### src/hw/rtl/rtfc_pkg.sv
`timescale 1ns / 1ps
// ----------------------------------------------------------------------------
// rtfc_pkg
// shared constants and types for the region table fault checker
// ----------------------------------------------------------------------------
package rtfc_pkg;

	localparam int MAX_REGIONS = 16;
	localparam int PAGE_SHIFT  = 12;
	localparam int IDX_W       = $clog2(MAX_REGIONS);
	localparam int CNT_W       = $clog2(MAX_REGIONS + 1);

	localparam logic [1:0] OP_INSERT = 2'd0;
	localparam logic [1:0] OP_LOOKUP = 2'd1;
	localparam logic [1:0] OP_FAULT  = 2'd2;
	localparam logic [1:0] OP_CLEAR  = 2'd3;

	localparam logic [2:0] FLAG_READ  = 3'd1;
	localparam logic [2:0] FLAG_WRITE = 3'd2;
	localparam logic [2:0] FLAG_EXEC  = 3'd4;
	localparam logic [2:0] PERM_USER  = 3'd4;
	localparam logic [2:0] PERM_WRITE = 3'd2;

	localparam logic [2:0] ST_OK           = 3'd0;
	localparam logic [2:0] ST_NO_REGION    = 3'd1;
	localparam logic [2:0] ST_WRITE_DENIED = 3'd2;
	localparam logic [2:0] ST_READ_PRESENT = 3'd3;
	localparam logic [2:0] ST_READ_DENIED  = 3'd4;
	localparam logic [2:0] ST_FULL         = 3'd5;
	localparam logic [2:0] ST_BAD_INSERT   = 3'd6;

	typedef struct packed {
		logic [31:0] start;
		logic [31:0] stop;
		logic [2:0]  flags;
	} region_t;

endpackage

### src/hw/rtl/rtfc_region_ram.sv
`timescale 1ns / 1ps
// ----------------------------------------------------------------------------
// rtfc_region_ram
// region entry memory, one write and one registered read port
// ----------------------------------------------------------------------------
module rtfc_region_ram (
	input  logic                        clk,
	input  logic                        we,
	input  logic [rtfc_pkg::IDX_W-1:0]  waddr,
	input  rtfc_pkg::region_t           wdata,
	input  logic [rtfc_pkg::IDX_W-1:0]  raddr,
	output rtfc_pkg::region_t           rdata
);

	rtfc_pkg::region_t mem [rtfc_pkg::MAX_REGIONS];

	always_ff @(posedge clk) begin
		if (we) mem[waddr] <= wdata;
		rdata <= mem[raddr];
	end

endmodule

### config.mk
export PLATFORM = sky130hd
export DESIGN_NAME = rtfc_region_ram
export DESIGN_NICKNAME = d
export VERILOG_FILES = /design/src/hw/rtl/rtfc_pkg.sv /design/src/hw/rtl/rtfc_region_ram.sv
export SDC_FILE = /design/constraint.sdc
export NUM_CORES = 1
export LEC_CHECK = 0
export BUFFER_PORTS_ARGS = -buffer_cell sky130_fd_sc_hd__buf_2
export CELL_PAD_IN_SITES_DETAIL_PLACEMENT = 1
export CELL_PAD_IN_SITES_GLOBAL_PLACEMENT = 1
export CORE_MARGIN = 10
export CORE_UTILIZATION = 45
export DETAILED_ROUTE_END_ITERATION = 7
export PLACE_DENSITY_LB_ADDON = 0.1
export REMOVE_ABC_BUFFERS = 1
export SLEW_MARGIN = 20
export SYNTH_ARGS = -nofsm -noshare
export SYNTH_HDL_FRONTEND = slang
export SYNTH_SLANG_ARGS = --single-unit
### constraint.sdc
create_clock -name clk -period 6.8 [get_ports clk]
set_input_delay 0.68 -clock clk [delete_from_list [all_inputs] [get_ports clk]]
set_output_delay 0.68 -clock clk [all_outputs]
set_load 0.01 [all_outputs]
==> reports/summary.md <==
The flow ran to the end, and the final reports show no timing, DRC or antenna violations. The clock period could shrink to 2.55 ns. The logs give 3,232 for the count of non-filler cells in the finished layout and 41,400 um2 for the post-synth design cell area. In this run the tool buffered the top-level ports with 143 buffer cells. In this run, synthesis produced a sequential element count of 1,139.

Adding up every negative setup slack in the final design gives 0 ns. Static leakage power: 15.4 nW. Including well taps, the total number of placed cells is 3,011. The die is 323 um tall. Final number of max-transition violations: 0. The number of clock buffers added by TritonCTS is 117.

Detailed placement HPWL: 48.1 mm. Type of element capturing the critical path: a register. After the first detailed-routing iteration, the DRC count stood at 1,813. The largest net degree at the start of global routing is 118, and the final core utilization is 52.2%. After detailed routing, the number of remaining DRC violations is 0. Setup repair after global routing left no endpoint under its margin.

The classification of the worst-slack hold path was in -> reg. The routed layout has 18,905 vias. The slew at the pin closest to its max-slew limit came out at 1.12 ns. The core region is 91,500 um2. The tools report the total routed wirelength as 97.8 mm. Category of the most critical setup path: in -> reg. In the final design database the tool counted 2,021 nets.

In this run the tightest slew margin relative to its limit is 25.6%. The most frequent standard cell in the layout excluding fill and tap cells was sky130_fd_sc_hd__edfxtp_1. The number of stages on the worst hold path is 1. The worst register-to-register path has a depth of 3.

The synthesis-to-finish area growth is 15.4%. The clock insertion delay at the later pin of the skew report was 0.68 ns. Counting distinct cell types in the post-synthesis netlist gives 18.

Once placement finished, the instance area stood at 43,700 um2. Largest fanout on the critical path: 43. The first global-routing pass estimated 144 mm of wire. Power spread over the standard cell area amounts to 320 nW/um2.

The logs give 0.717 for the final estimated routing congestion in global placement and 7.09 ns for the endpoint required time on the critical path. TritonCTS built the clock tree. The tools report the number of antenna violations at the first check in global routing as 13.

CTS placed an instance of sky130_fd_sc_hd__clkbuf_16 at the clock tree root. Setup violations remaining at the end of the flow were counted as 0. Dividing the detail-routed via count by the number of cells gives 5.85. The tools report the number of buffers inserted to repair setup after CTS as 0. The final critical path takes up 37.6% of the cycle. The run gives 0 as the overflow left after global routing. The tools report the proportion of synthesized chip area in sequential cells as 81.0%. For the starting density of the core, the log shows 45.2%.

The average instance in the mapped netlist occupies 24.0 um2. For the H-tree depth, the log shows 3. The number of sinks on the clock net is 1,139, and the peak ir drop on the vdd network is 219 uV. In the final routed layout, each cell accounts on average for 30.3 um. The count of warnings emitted by yosys is 0.

The deepest clock path buffer count came out at 3. The design draws 15.3 mW. For this run, the total global-route usage over all layers was measured as 19.0%.

The die covers 105,000 um2. The logs give 47,800 um2 for the area of all placed cells without fillers and 0 for the quantity of hold-fixing buffers added after cts. The width of the die is 323 um.

The first TritonRoute pass finished after 5 iterations. The library cells used most frequently in the layout, excluding fill and tap cells, are sky130_fd_sc_hd__edfxtp_1 (1,072), sky130_fd_sc_hd__mux4_2 (268), sky130_fd_sc_hd__buf_2 (141), sky130_fd_sc_hd__a22oi_1 (134), sky130_fd_sc_hd__clkbuf_16 (119). Gates resized during post-CTS repair numbered 0. For the data arrival time of the critical path, the log shows 2.85 ns. The count of endpoints failing hold in the final timing report is 0.

Based on the critical path, the design can be clocked at up to 391 MHz. The via count of the first global-routing pass was 20,651; the remaining antenna violation count after routing was 0. Synthesis produced a netlist whose cell count is 1,724. The tool flagged a number of max-cap violations equal to 0. The post-route netlist has 32.6% of its cells at a drive strength greater than 1. Row generation in the floorplan step produced 111 rows. The kind of start point of the critical path was a primary input. 144 I/O pins were placed.

Largest clock skew in the final design: 0.0181 ns. Clock-pin slew was measured on the worst setup and hold paths at 0.06 ns. The repair_antennas step left the layout with diodes totalling 0.
critical path, stage by stage:
cell                     delay, ns
sky130_fd_sc_hd__buf_2        0.11
sky130_fd_sc_hd__or3b_2       0.59
sky130_fd_sc_hd__nor2_4       0.11
sky130_fd_sc_hd__buf_4        0.47
sky130_fd_sc_hd__buf_4        0.83
cell usage after synthesis:
master                     number  area, um2
sky130_fd_sc_hd__nand3_1        1       5.00
sky130_fd_sc_hd__nand3b_1       2       15.0
sky130_fd_sc_hd__dfxtp_1       67       1340
sky130_fd_sc_hd__and2_1         1       6.26
sky130_fd_sc_hd__nor2_1        13       48.8
sky130_fd_sc_hd__nand2_1       68        255
sky130_fd_sc_hd__buf_2         12       60.1
sky130_fd_sc_hd__buf_4         22        165
sky130_fd_sc_hd__nor3_1         4       20.0
sky130_fd_sc_hd__nand2b_1       2       12.5
sky130_fd_sc_hd__edfxtp_1    1072      32200
sky130_fd_sc_hd__or3b_2         1       8.76
sky130_fd_sc_hd__buf_1         18       67.6
sky130_fd_sc_hd__mux4_2       268       6040
sky130_fd_sc_hd__nor2b_1        2       12.5
sky130_fd_sc_hd__buf_6          2       22.5
sky130_fd_sc_hd__a22oi_1      134       1010
sky130_fd_sc_hd__clkbuf_1      35        131
registers in the layout (all words and copies together) (netlist names):
signal and flops:
mem 1072, rdata 67
through the flow:
step | setup slack [ns] | hold WS [ns]
floorplan | 0.480 | 0.635
global placement | 3.53 | 0.653
detailed placement | 3.53 | 0.659
CTS | 4.25 | 0.325
global route | 4.09 | 0.344
finish | 4.25 | 0.370
kinds of logic (layout without fill, tap and decap cells):
logic type	after synthesis	in the layout	synth area share, %
muxes	268	268	14.6
DFF	1139	1139	81.0
buffers and inverters	89	411	1.08
and+or+nand+nor	94	94	0.928
AOI/OAI and AO/OA	134	134	2.43
power breakdown:
part / switching [mW] / internal, mW / leakage, nW / total (mW)
logic: 0.415 / 0.271 / 3.16 / 0.686
registers: 0.0551 / 7.85 / 10.2 / 7.90
clock network: 2.64 / 4.05 / 1.99 / 6.70
cell type report:
type,instances,area (um2)
Clock buffer,147,3170
Sequential cell,1139,33500
Clock inverter,74,895
Timing Repair Buffer,190,1140
Multi-Input combinational cell,496,7560
Fill cell,7842,43700
Tap cell,1186,1480
path summary, 6_finish.rpt:
check | endpoint | start | slack (ns)
setup / recovery | mem[2][35] | waddr[2] | 4.25
hold / removal | mem[14][17] | wdata[17] | 0.37
setup reg to reg | rdata[59] | mem[3][59] | 5.41
hold reg to reg | rdata[45] | mem[6][45] | 0.67
routing by layer:
| metal | part of all wire, % | up-vias | track usage [%] |
|---|---|---|---|
| li1 | - | 7823 | - |
| met1 | 44 | 10390 | 27.3 |
| met2 | 48 | 547 | 30.0 |
| met3 | 6.1 | 127 | 3.86 |
| met4 | 1.3 | 18 | 3.79 |
| met5 | 0.13 | - | 0 |
Power figures use the tool's default switching activity.
